===== src/rtl/core/jpdtl_pkg.sv =====
package jpdtl_pkg;

    // Number of joints served, and the width of a joint index.
    localparam int JOINTS = 7;
    localparam int JW     = 3;

    // Quotient bits formed by the scaling divider.
    localparam int QBITS = 16;

    // Configuration register indexes.
    localparam logic [2:0] REG_KP_LO  = 3'd0;
    localparam logic [2:0] REG_KP_HI  = 3'd1;
    localparam logic [2:0] REG_KD_LO  = 3'd2;
    localparam logic [2:0] REG_KD_HI  = 3'd3;
    localparam logic [2:0] REG_LIM_LO = 3'd4;
    localparam logic [2:0] REG_LIM_HI = 3'd5;

    typedef enum logic [3:0] {
        S_IDLE,
        S_MULP,
        S_MULD,
        S_ADD,
        S_SRD,
        S_SMUL,
        S_SUPD,
        S_ERD,
        S_EMUL,
        S_DIV,
        S_SET,
        S_OUT
    } state_t;

    typedef enum logic [3:0] {
        OP_NONE,
        OP_LOAD,
        OP_MULP,
        OP_MULD,
        OP_ADD,
        OP_SRD,
        OP_SMUL,
        OP_SUPD,
        OP_ERD,
        OP_EMUL,
        OP_DIV,
        OP_SET
    } op_t;

    typedef struct packed {
        op_t           op;
        logic [JW-1:0] idx;
    } cmd_t;

    typedef struct packed {
        logic last;
        logic scaled;
    } status_t;

    // Select the 16-bit lane of joint j from a low/high register pair.
    function automatic logic [15:0] lane16(input logic [63:0] lo, input logic [63:0] hi,
                                           input logic [JW-1:0] j);
        logic [63:0] w;
        w = j[2] ? hi : lo;
        return w[16*j[1:0] +: 16];
    endfunction

endpackage


===== src/rtl/core/jpdtl_ctrl.sv =====
module jpdtl_ctrl
    import jpdtl_pkg::*;
(
    input  logic    clk,
    input  logic    rst_n,
    input  logic    in_valid,
    output logic    in_ready,
    output logic    out_valid,
    input  logic    out_ready,
    input  status_t status,
    output cmd_t    cmd
);

    state_t        state_reg, state_next;
    logic [JW-1:0] idx_reg, idx_next;
    logic [3:0]    step_reg, step_next;

    // State and counters.
    always_ff @(posedge clk or negedge rst_n)
    begin
        if (!rst_n)
        begin
            state_reg <= S_IDLE;
            idx_reg   <= '0;
            step_reg  <= '0;
        end
        else
        begin
            state_reg <= state_next;
            idx_reg   <= idx_next;
            step_reg  <= step_next;
        end
    end

    // Next state.
    always_comb
    begin
        state_next = state_reg;
        idx_next   = idx_reg;
        step_next  = step_reg;
        unique case (state_reg)
            S_IDLE:
            begin
                if (in_valid)
                    state_next = S_MULP;
            end
            S_MULP: state_next = S_MULD;
            S_MULD: state_next = S_ADD;
            S_ADD:
            begin
                idx_next   = '0;
                state_next = status.last ? S_SRD : S_IDLE;
            end
            S_SRD:  state_next = S_SMUL;
            S_SMUL: state_next = S_SUPD;
            S_SUPD:
            begin
                if (idx_reg == JW'(JOINTS - 1))
                begin
                    idx_next   = '0;
                    state_next = S_ERD;
                end
                else
                begin
                    idx_next   = idx_reg + 1'b1;
                    state_next = S_SRD;
                end
            end
            S_ERD:  state_next = status.scaled ? S_EMUL : S_SET;
            S_EMUL:
            begin
                step_next  = '0;
                state_next = S_DIV;
            end
            S_DIV:
            begin
                step_next = step_reg + 1'b1;
                if (step_reg == 4'(QBITS - 1))
                    state_next = S_SET;
            end
            S_SET:  state_next = S_OUT;
            S_OUT:
            begin
                if (out_ready)
                begin
                    if (idx_reg == JW'(JOINTS - 1))
                    begin
                        idx_next   = '0;
                        state_next = S_IDLE;
                    end
                    else
                    begin
                        idx_next   = idx_reg + 1'b1;
                        state_next = S_ERD;
                    end
                end
            end
            default: state_next = S_IDLE;
        endcase
    end

    // Outputs.
    always_comb
    begin
        in_ready  = (state_reg == S_IDLE);
        out_valid = (state_reg == S_OUT);
        cmd.idx   = idx_reg;
        unique case (state_reg)
            S_IDLE:  cmd.op = in_valid ? OP_LOAD : OP_NONE;
            S_MULP:  cmd.op = OP_MULP;
            S_MULD:  cmd.op = OP_MULD;
            S_ADD:   cmd.op = OP_ADD;
            S_SRD:   cmd.op = OP_SRD;
            S_SMUL:  cmd.op = OP_SMUL;
            S_SUPD:  cmd.op = OP_SUPD;
            S_ERD:   cmd.op = OP_ERD;
            S_EMUL:  cmd.op = OP_EMUL;
            S_DIV:   cmd.op = OP_DIV;
            S_SET:   cmd.op = OP_SET;
            S_OUT:   cmd.op = OP_NONE;
            default: cmd.op = OP_NONE;
        endcase
    end

endmodule


===== src/rtl/core/jpdtl_datapath.sv =====
module jpdtl_datapath
    import jpdtl_pkg::*;
(
    input  logic          clk,
    input  logic          rst_n,
    input  logic          cfg_we,
    input  logic [2:0]    cfg_index,
    input  logic [63:0]   cfg_data,
    input  logic [JW-1:0] in_joint,
    input  logic [95:0]   in_data,
    input  logic          in_last,
    input  cmd_t          cmd,
    output status_t       status,
    output logic [JW-1:0] out_joint,
    output logic [15:0]   drive_torque,
    output logic          was_scaled,
    output logic          last_out
);

    logic [63:0] kp_lo_reg, kp_hi_reg, kd_lo_reg, kd_hi_reg;
    logic [62:0] lim_lo_reg, lim_hi_reg;

    logic [JW-1:0]      joint_reg;
    logic signed [15:0] rp_reg, mp_reg, rv_reg, mv_reg, ff_reg, gr_reg;
    logic               last_reg;

    logic signed [33:0] prod_reg;
    logic signed [27:0] pterm_reg;
    logic [31:0]        store [JOINTS];
    logic [31:0]        rd_reg;
    logic [46:0]        pa_reg, pb_reg;
    logic               worst_valid_reg;
    logic [14:0]        best_lim_reg;
    logic [31:0]        best_mag_reg;
    logic [31:0]        rem_reg;
    logic [QBITS-1:0]   quot_reg;

    logic signed [16:0] mul_a, mul_b;
    logic signed [16:0] pos_err, vel_err;
    logic signed [31:0] torque;
    logic [31:0]        mag;
    logic [15:0]        lim_lane;
    logic [14:0]        lim;
    logic [46:0]        sprod;
    logic [32:0]        trial;
    logic               ge;
    logic [15:0]        qsigned;

    // Configuration registers.
    always_ff @(posedge clk or negedge rst_n)
    begin
        if (!rst_n)
        begin
            kp_lo_reg  <= '0;
            kp_hi_reg  <= '0;
            kd_lo_reg  <= '0;
            kd_hi_reg  <= '0;
            lim_lo_reg <= '0;
            lim_hi_reg <= '0;
        end
        else if (cfg_we)
        begin
            unique case (cfg_index)
                REG_KP_LO:  kp_lo_reg  <= cfg_data;
                REG_KP_HI:  kp_hi_reg  <= cfg_data;
                REG_KD_LO:  kd_lo_reg  <= cfg_data;
                REG_KD_HI:  kd_hi_reg  <= cfg_data;
                REG_LIM_LO: lim_lo_reg <= cfg_data[62:0];
                REG_LIM_HI: lim_hi_reg <= cfg_data[62:0];
                default:    ;
            endcase
        end
    end

    // Errors and the shared gain multiplier operands.
    assign pos_err = 17'(rp_reg) - 17'(mp_reg);
    assign vel_err = 17'(rv_reg) - 17'(mv_reg);
    always_comb
    begin
        if (cmd.op == OP_MULP)
        begin
            mul_a = $signed({1'b0, lane16(kp_lo_reg, kp_hi_reg, joint_reg)});
            mul_b = pos_err;
        end
        else
        begin
            mul_a = $signed({1'b0, lane16(kd_lo_reg, kd_hi_reg, joint_reg)});
            mul_b = vel_err;
        end
    end

    // Torque sum; the velocity term is the registered product shifted by 12.
    assign torque = 32'(ff_reg) - 32'(gr_reg) + 32'(pterm_reg)
                  + 32'($signed(prod_reg[33:12]));

    // Magnitude of the torque read from the store, and the limit of the current joint.
    assign mag = rd_reg[31] ? (~rd_reg + 32'd1) : rd_reg;
    assign lim_lane = lane16({1'b0, lim_lo_reg}, {1'b0, lim_hi_reg}, cmd.idx);
    assign lim = lim_lane[14:0];
    assign sprod = 47'(mag) * 47'(best_lim_reg);

    // One restoring division step.
    assign trial = {rem_reg, quot_reg[QBITS-1]};
    assign ge    = (trial >= {1'b0, best_mag_reg});
    assign qsigned = rd_reg[31] ? (16'd0 - quot_reg) : quot_reg;

    assign status.last   = last_reg;
    assign status.scaled = worst_valid_reg && (32'(best_lim_reg) < best_mag_reg);

    // Control flags.
    always_ff @(posedge clk or negedge rst_n)
    begin
        if (!rst_n)
        begin
            last_reg        <= 1'b0;
            worst_valid_reg <= 1'b0;
        end
        else
        begin
            if (cmd.op == OP_LOAD)
                last_reg <= in_last;
            if (cmd.op == OP_SRD && cmd.idx == '0)
                worst_valid_reg <= 1'b0;
            else if (cmd.op == OP_SUPD && mag != '0 && (!worst_valid_reg || pa_reg < pb_reg))
                worst_valid_reg <= 1'b1;
        end
    end

    // Torque store; slots hold nothing defined until written.
    always_ff @(posedge clk)
    begin
        if (cmd.op == OP_ADD && int'(joint_reg) < JOINTS)
            store[joint_reg] <= torque;
    end

    // Payload registers.
    always_ff @(posedge clk)
    begin
        unique case (cmd.op)
            OP_LOAD:
            begin
                joint_reg <= in_joint;
                rp_reg    <= in_data[15:0];
                mp_reg    <= in_data[31:16];
                rv_reg    <= in_data[47:32];
                mv_reg    <= in_data[63:48];
                ff_reg    <= in_data[79:64];
                gr_reg    <= in_data[95:80];
            end
            OP_MULP:
            begin
                prod_reg <= 34'(mul_a) * 34'(mul_b);
            end
            OP_MULD:
            begin
                pterm_reg <= prod_reg[33:6];
                prod_reg  <= 34'(mul_a) * 34'(mul_b);
            end
            OP_SRD, OP_ERD:
            begin
                rd_reg <= store[cmd.idx];
            end
            OP_SMUL:
            begin
                pa_reg <= 47'(lim) * 47'(best_mag_reg);
                pb_reg <= 47'(best_lim_reg) * 47'(mag);
            end
            OP_SUPD:
            begin
                if (mag != '0 && (!worst_valid_reg || pa_reg < pb_reg))
                begin
                    best_lim_reg <= lim;
                    best_mag_reg <= mag;
                end
            end
            OP_EMUL:
            begin
                rem_reg  <= 32'(sprod[46:QBITS]);
                quot_reg <= sprod[QBITS-1:0];
            end
            OP_DIV:
            begin
                rem_reg  <= ge ? 32'(trial - {1'b0, best_mag_reg}) : trial[31:0];
                quot_reg <= {quot_reg[QBITS-2:0], ge};
            end
            OP_SET:
            begin
                out_joint    <= cmd.idx;
                drive_torque <= status.scaled ? qsigned : rd_reg[15:0];
                was_scaled   <= status.scaled;
                last_out     <= (cmd.idx == JW'(JOINTS - 1));
            end
            default: ;
        endcase
    end

endmodule


===== src/rtl/core/joint_pd_feedforward_torque_limiter.sv =====
// Joint PD controller with feedforward and torque-vector saturation. Each joint transaction
// on the slave side makes two passes through one shared 17x17 gain multiplier and a 32-bit
// sum and is not answered. A transaction with tlast set closes the control period: a
// search over the 7 stored torques, comparing a pair of limit cross products per joint,
// finds the joint with the smallest limit/|t| ratio, then one result per joint is sent in
// ascending order, unscaled, or when the vector is scaled, through the scaling product and
// the 16-step bit-serial divider; each result waits for the master side to take it.
// A stored torque slot that was never written since reset gives an undefined result.
module joint_pd_feedforward_torque_limiter
    import jpdtl_pkg::*;
(
    input  logic          clk,
    input  logic          rst_n,
    input  logic          cfg_we,
    input  logic [2:0]    cfg_index,
    input  logic [63:0]   cfg_data,
    input  logic          s_axis_tvalid,
    output logic          s_axis_tready,
    // ref_position, meas_position, ref_velocity, meas_velocity, feedforward_torque,
    // gravity_torque
    input  logic [95:0]   s_axis_tdata,
    // joint
    input  logic [2:0]    s_axis_tuser,
    input  logic          s_axis_tlast,
    output logic          m_axis_tvalid,
    input  logic          m_axis_tready,
    // drive_torque
    output logic [15:0]   m_axis_tdata,
    // out_joint, was_scaled
    output logic [3:0]    m_axis_tuser,
    output logic          m_axis_tlast
);

    cmd_t          cmd;
    status_t       status;
    logic [JW-1:0] out_joint;
    logic          was_scaled;

    // Sequencer.
    jpdtl_ctrl u_ctrl (
        .clk       (clk),
        .rst_n     (rst_n),
        .in_valid  (s_axis_tvalid),
        .in_ready  (s_axis_tready),
        .out_valid (m_axis_tvalid),
        .out_ready (m_axis_tready),
        .status    (status),
        .cmd       (cmd)
    );

    // Arithmetic, store and result registers.
    jpdtl_datapath u_datapath (
        .clk          (clk),
        .rst_n        (rst_n),
        .cfg_we       (cfg_we),
        .cfg_index    (cfg_index),
        .cfg_data     (cfg_data),
        .in_joint     (s_axis_tuser),
        .in_data      (s_axis_tdata),
        .in_last      (s_axis_tlast),
        .cmd          (cmd),
        .status       (status),
        .out_joint    (out_joint),
        .drive_torque (m_axis_tdata),
        .was_scaled   (was_scaled),
        .last_out     (m_axis_tlast)
    );

    assign m_axis_tuser = {was_scaled, out_joint};

    // The block never takes input while a result is offered.
    assert property (@(posedge clk) disable iff (!rst_n)
        !(s_axis_tready && m_axis_tvalid))
        else $error("input accepted while a result is pending");

    // An accepted transaction starts work, so the next cycle takes nothing.
    assert property (@(posedge clk) disable iff (!rst_n)
        s_axis_tvalid && s_axis_tready |=> !s_axis_tready)
        else $error("input ready right after a transaction");

    // The result marked last belongs to the highest joint.
    assert property (@(posedge clk) disable iff (!rst_n)
        m_axis_tvalid && m_axis_tlast |-> m_axis_tuser[2:0] == 3'(JOINTS - 1))
        else $error("last result on the wrong joint");

endmodule


===== config.mk =====
export PLATFORM = sky130hd
export DESIGN_NAME = joint_pd_feedforward_torque_limiter
export DESIGN_NICKNAME = d
export VERILOG_FILES = /design/src/rtl/core/jpdtl_pkg.sv /design/src/rtl/core/jpdtl_ctrl.sv /design/src/rtl/core/jpdtl_datapath.sv /design/src/rtl/core/joint_pd_feedforward_torque_limiter.sv
export SDC_FILE = /design/constraint.sdc
export NUM_CORES = 2
export LEC_CHECK = 0
export ABC_CLOCK_PERIOD_IN_PS = 12150
export BUFFER_PORTS_ARGS = -buffer_cell sky130_fd_sc_hd__buf_2
export CAP_MARGIN = 20
export CORE_ASPECT_RATIO = 1.2
export CORE_MARGIN = 2
export CORE_UTILIZATION = 65
export DETAILED_ROUTE_END_ITERATION = 6
export PLACE_DENSITY = 0.84
export SYNTH_ARGS = -nofsm -noshare
export SYNTH_HDL_FRONTEND = slang
export SYNTH_SLANG_ARGS = --single-unit

===== constraint.sdc =====
create_clock -name clk -period 12.15 [get_ports clk]
set_clock_uncertainty 0.15 [all_clocks]
set_input_delay 1.215 -clock clk [delete_from_list [all_inputs] [get_ports clk]]
set_output_delay 1.215 -clock clk [all_outputs]
set_load 0.005 [all_outputs]

==> results by group <==
Global route
  – Largest net degree at the start of global routing: around 190
  – Total global routing overflow: 0
  – Vias in the first global route: ~65,000
  – Initial antenna violation count: 33
  – GRT Total Usage: 34.7%
  – First-pass GRT wire length: 357,000 µm

Detailed routing
  – Routed vias/inst: 6.23
  – DR top layer: met5
  – DRT Wirelength: 230,000 µm
  – Number of DRC markers in iteration 0: 5,065
  – Met3 routed WL: between 15,000 and 20,000 µm
  – 1st-pass router iterations: 6
  – Routed vias: about 60,000
  – DRC errors left: 0
  – Metal2 WL: 114,000 µm
  – Met1 wire length: 77,600 µm
  – Drt wl/cell: around 24 µm
  – Post-route ant nets: 0

Timing
  – Final Max Slew Viols: 0
  – Tcrit/Tclk final: 80.7%
  – # setup viols final: 0
  – Hold Vio Cnt, Final: 0
  – Post-route setup TNS: 0 ns
  – Slew @ Worst Pin: approximately 1.1 ns
  – RSZ-0062 raised after global routing: false
  – Post-layout minimum cycle time: 9.81 ns
  – Max Clock Freq: 102 MHz
  – Min Hold Slack: 0.271 ns
  – Rel. slew slack: 23.1%

Clocking
  – CTS tree: done
  – Hold-fix buffers, CTS: 0
  – Worst-skew pair later-pin latency: ~0.76 ns
  – Post-CTS sizing: 0
  – Number of post-CTS setup repair buffers: 0
  – Root buffer cell: clkbuf_16
  – Clock transition at path regs: 0.07 ns
  – Clk sink count: about 1,000
  – Clock Path Buffers: 3
  – CTS Buf Count: around 100
  – CTS H-tree lvls: 3

Hold path
  – Min-Delay Path Class: register to register

Floorplan
  – Die width: approximately 340 µm
  – Site Rows: 146
  – Chip height: ~400 µm
  – Ports: 195
  – Initial Utilization: about two thirds
  – CORE AREA: approximately 130,000 µm²
  – Total die area: 135,000 µm²

Setup path
  – Worst path arrival time: roughly 10 ns
  – Cell family with most CP delay: compound AO/OA/AOI/OAI gates
  – Most used cell, CP: fa_1
  – CP max stage delay: 1.02 ns
  – Worst path bufs/invs: 4
  – CP max stage cell: a2111oi_0
  – Setup Crit Path Kind: register to register
  – Worst Setup Start Kind: register
  – CP Max Fanout: 30
  – Crit-path cells: mux4_2 -> mux2i_4 -> inv_1 -> nand2_1 -> fa_1 -> fa_1 -> fa_1 -> inv_1 -> ha_1 -> inv_1 -> fa_1 -> inv_1 -> fa_1 -> ha_1 -> o21a_1 -> o21a_1 -> o21ai_0 -> o31ai_1 -> a2111oi_0 -> o21ai_0 -> a31oi_1 -> o21bai_1 -> a21oi_1 -> xnor2_1
  – Crit end category: register
  – Worst EP required: 12.48 ns

Place
  – IO Port Bufs: 194
  – GPL Wtd Cong: 0.993
  – Dpl hpwl: 166,000 µm

Synth
  – Distinct cells, synth: 89
  – Post-synth ARST share: 38.5%
  – Post-synthesis register bit count: roughly 1,000
  – Synth Flop Type: edfxtp_1
  – Post-synth EDFFs: 621
  – Syn nets: ~9,400
  – Total number of yosys warnings: 0
  – Register area share after synthesis: about a third
  – Cell count after synthesis: between 7,000 and 8,000
  – Syn Std Cell Area: ~86,000 µm²
  – Synthesized area per cell: approximately 11 µm²

Outcome
  – Status: finished clean

Cells and area
  – Reg area: approximately 28,000 µm²
  – Fillers: about 9,000
  – Layout cell share with drive strength beyond 1: 14.5%
  – Area grow syn2layout: 7.85%
  – Max reg flops: 224
  – Layout Nets: between 9,000 and 10,000
  – Largest Register: u_datapath.store
  – Area taken by multi-input logic gates: between 50,000 and 60,000 µm²

Job
  – Max Cap Viol: 0
[synth_stat cells (all sizes together) (5+ instances only)]
| cell type | count | share of area (%) |
|---|---|---|
| and2 | 247 | 1.8 |
| nand2b | 57 | 0.42 |
| o21bai | 38 | 0.33 |
| mux2 | 460 | 6.0 |
| nor2b | 40 | 0.29 |
| a31oi | 30 | 0.22 |
| nand2 | 835 | 3.7 |
| inv | 1213 | 5.3 |
| clkbuf | 286 | 1.3 |
| edfxtp | 621 | 22 |
| or4 | 11 | 0.10 |
| and3 | 17 | 0.13 |
| a31o | 5 | 0.051 |
| nor3b | 13 | 0.11 |
| nor2 | 457 | 2.0 |
| o21ai | 199 | 1.2 |
| ha | 532 | 7.8 |
| buf | 28 | 0.14 |
| a311oi | 6 | 0.061 |
| o211ai | 10 | 0.088 |
| o21a | 42 | 0.37 |
| a22oi | 6 | 0.053 |
| o41ai | 7 | 0.071 |
| fa | 1016 | 24 |
| a21o | 149 | 1.3 |
| a211oi | 11 | 0.096 |
| o31a | 6 | 0.061 |
| or2 | 25 | 0.18 |
| nand4 | 34 | 0.25 |
| nor4 | 17 | 0.15 |
| nor3 | 51 | 0.30 |
| mux2i | 67 | 0.78 |
| a21boi | 10 | 0.088 |
| xor2 | 75 | 0.77 |
| a21oi | 226 | 1.3 |
| dfrtp | 389 | 11 |
| mux4 | 126 | 3.3 |
| o31ai | 24 | 0.23 |
| or3 | 17 | 0.12 |
| xnor2 | 177 | 1.8 |
| nand3 | 41 | 0.24 |
| o22ai | 5 | 0.036 |
[area by class of cell]
class | instances | share of cell area, %
antenna | 28 | 0.0757
clock buffer | 120 | 2.92
clock inverter | 62 | 0.776
inverter | 1214 | 4.93
multi-input combinational | 5154 | 56.0
sequential | 1010 | 30.7
tap | 1702 | 2.30
timing repair buffer | 322 | 2.25
[through the flow]
stage	cell area (µm²)	instances	utilization [%]	setup WS (ns)
4_1_cts	92300	9576	70.2	2.59
2_1_floorplan	85800	7692	-	3.42
5_1_grt	92500	9608	70.3	1.89
6_report	92500	9612	70.3	2.34
3_5_place_dp	88900	9394	67.6	2.65
3_3_place_gp	88800	9393	67.5	2.84
[placed cells by master (no fill, tap or decap), types with 14 or more instances in the layout]
cell	n
clkbuf_16	104
a31oi_1	30
buf_2	193
nor3_1	47
clkinv_1	14
ha_1	532
nor2b_1	40
o31ai_1	22
or3_1	17
mux2_2	460
mux4_2	126
nand4_1	34
nand2_1	834
nand3_1	41
xnor2_1	177
o21bai_1	38
o21ai_0	181
edfxtp_1	621
xor2_1	75
fa_1	1016
nor4_1	15
or2_2	24
and3_1	16
a21o_1	149
o21a_1	42
buf_4	117
mux2i_1	61
and2_1	246
a21oi_1	224
dfrtp_1	386
nand2b_1	57
inv_1	1212
o21ai_1	16
diode_2	28
nor2_1	448
[logic make-up after synthesis]
logic type	after synthesis	synth area share [%]
AND/OR/NAND/NOR	1885	10.0
flip-flops	1010	33.1
multiplexers	653	10.1
XOR/XNOR	252	2.57
buffers and inverters	1528	6.70
AO/OA/AOI/OAI	816	6.03
adder cells (fa/ha/maj)	1548	31.5
[metal layers]
layer  vias up  GRT usage (%)
li1      25449              -
met1     30395           39.0
met2      3010           59.2
met3      1054           5.97
met4         6           26.2
met5         -              0
[worst reg2reg max path: stages (launching register included)]
cell       delay (ns)
dfrtp_4          0.87
mux4_2           0.65
mux2i_4          0.78
inv_1            0.37
nand2_1          0.20
fa_1             0.44
fa_1             0.48
fa_1             0.54
inv_1            0.04
ha_1             0.26
inv_1            0.04
fa_1             0.49
inv_1            0.05
fa_1             0.45
ha_1             0.35
o21a_1           0.19
o21a_1           0.19
o21ai_0          0.49
o31ai_1          0.25
a2111oi_0        1.02
o21ai_0          0.42
a31oi_1          0.43
o21bai_1         0.12
a21oi_1          0.22
xnor2_1          0.08
[path summary, 6_finish.rpt]
| kind | startpoint | end | slack (ns) | cells after the start |
|---|---|---|---|---|
| max | u_ctrl.idx_reg[2] | u_datapath.pa_reg[44] | 2.34 | 24 |
| max in group asynchronous | rst_n | u_ctrl.idx_reg[0] | 9.73 | 2 |
| max reg2reg | u_ctrl.idx_reg[2] | u_datapath.pa_reg[44] | 2.34 | 24 |
| min | u_datapath.prod_reg[6] | u_datapath.pterm_reg[0] | 0.27 | 0 |
| min reg2reg | u_datapath.prod_reg[6] | u_datapath.pterm_reg[0] | 0.27 | 0 |
| min in group asynchronous | rst_n | u_datapath.kp_lo_reg[29] | 0.41 | 1 |
Power is left out: the tool's default activity adds up to more than one toggle a clock period on the data nets, which glitch-free logic cannot reach.
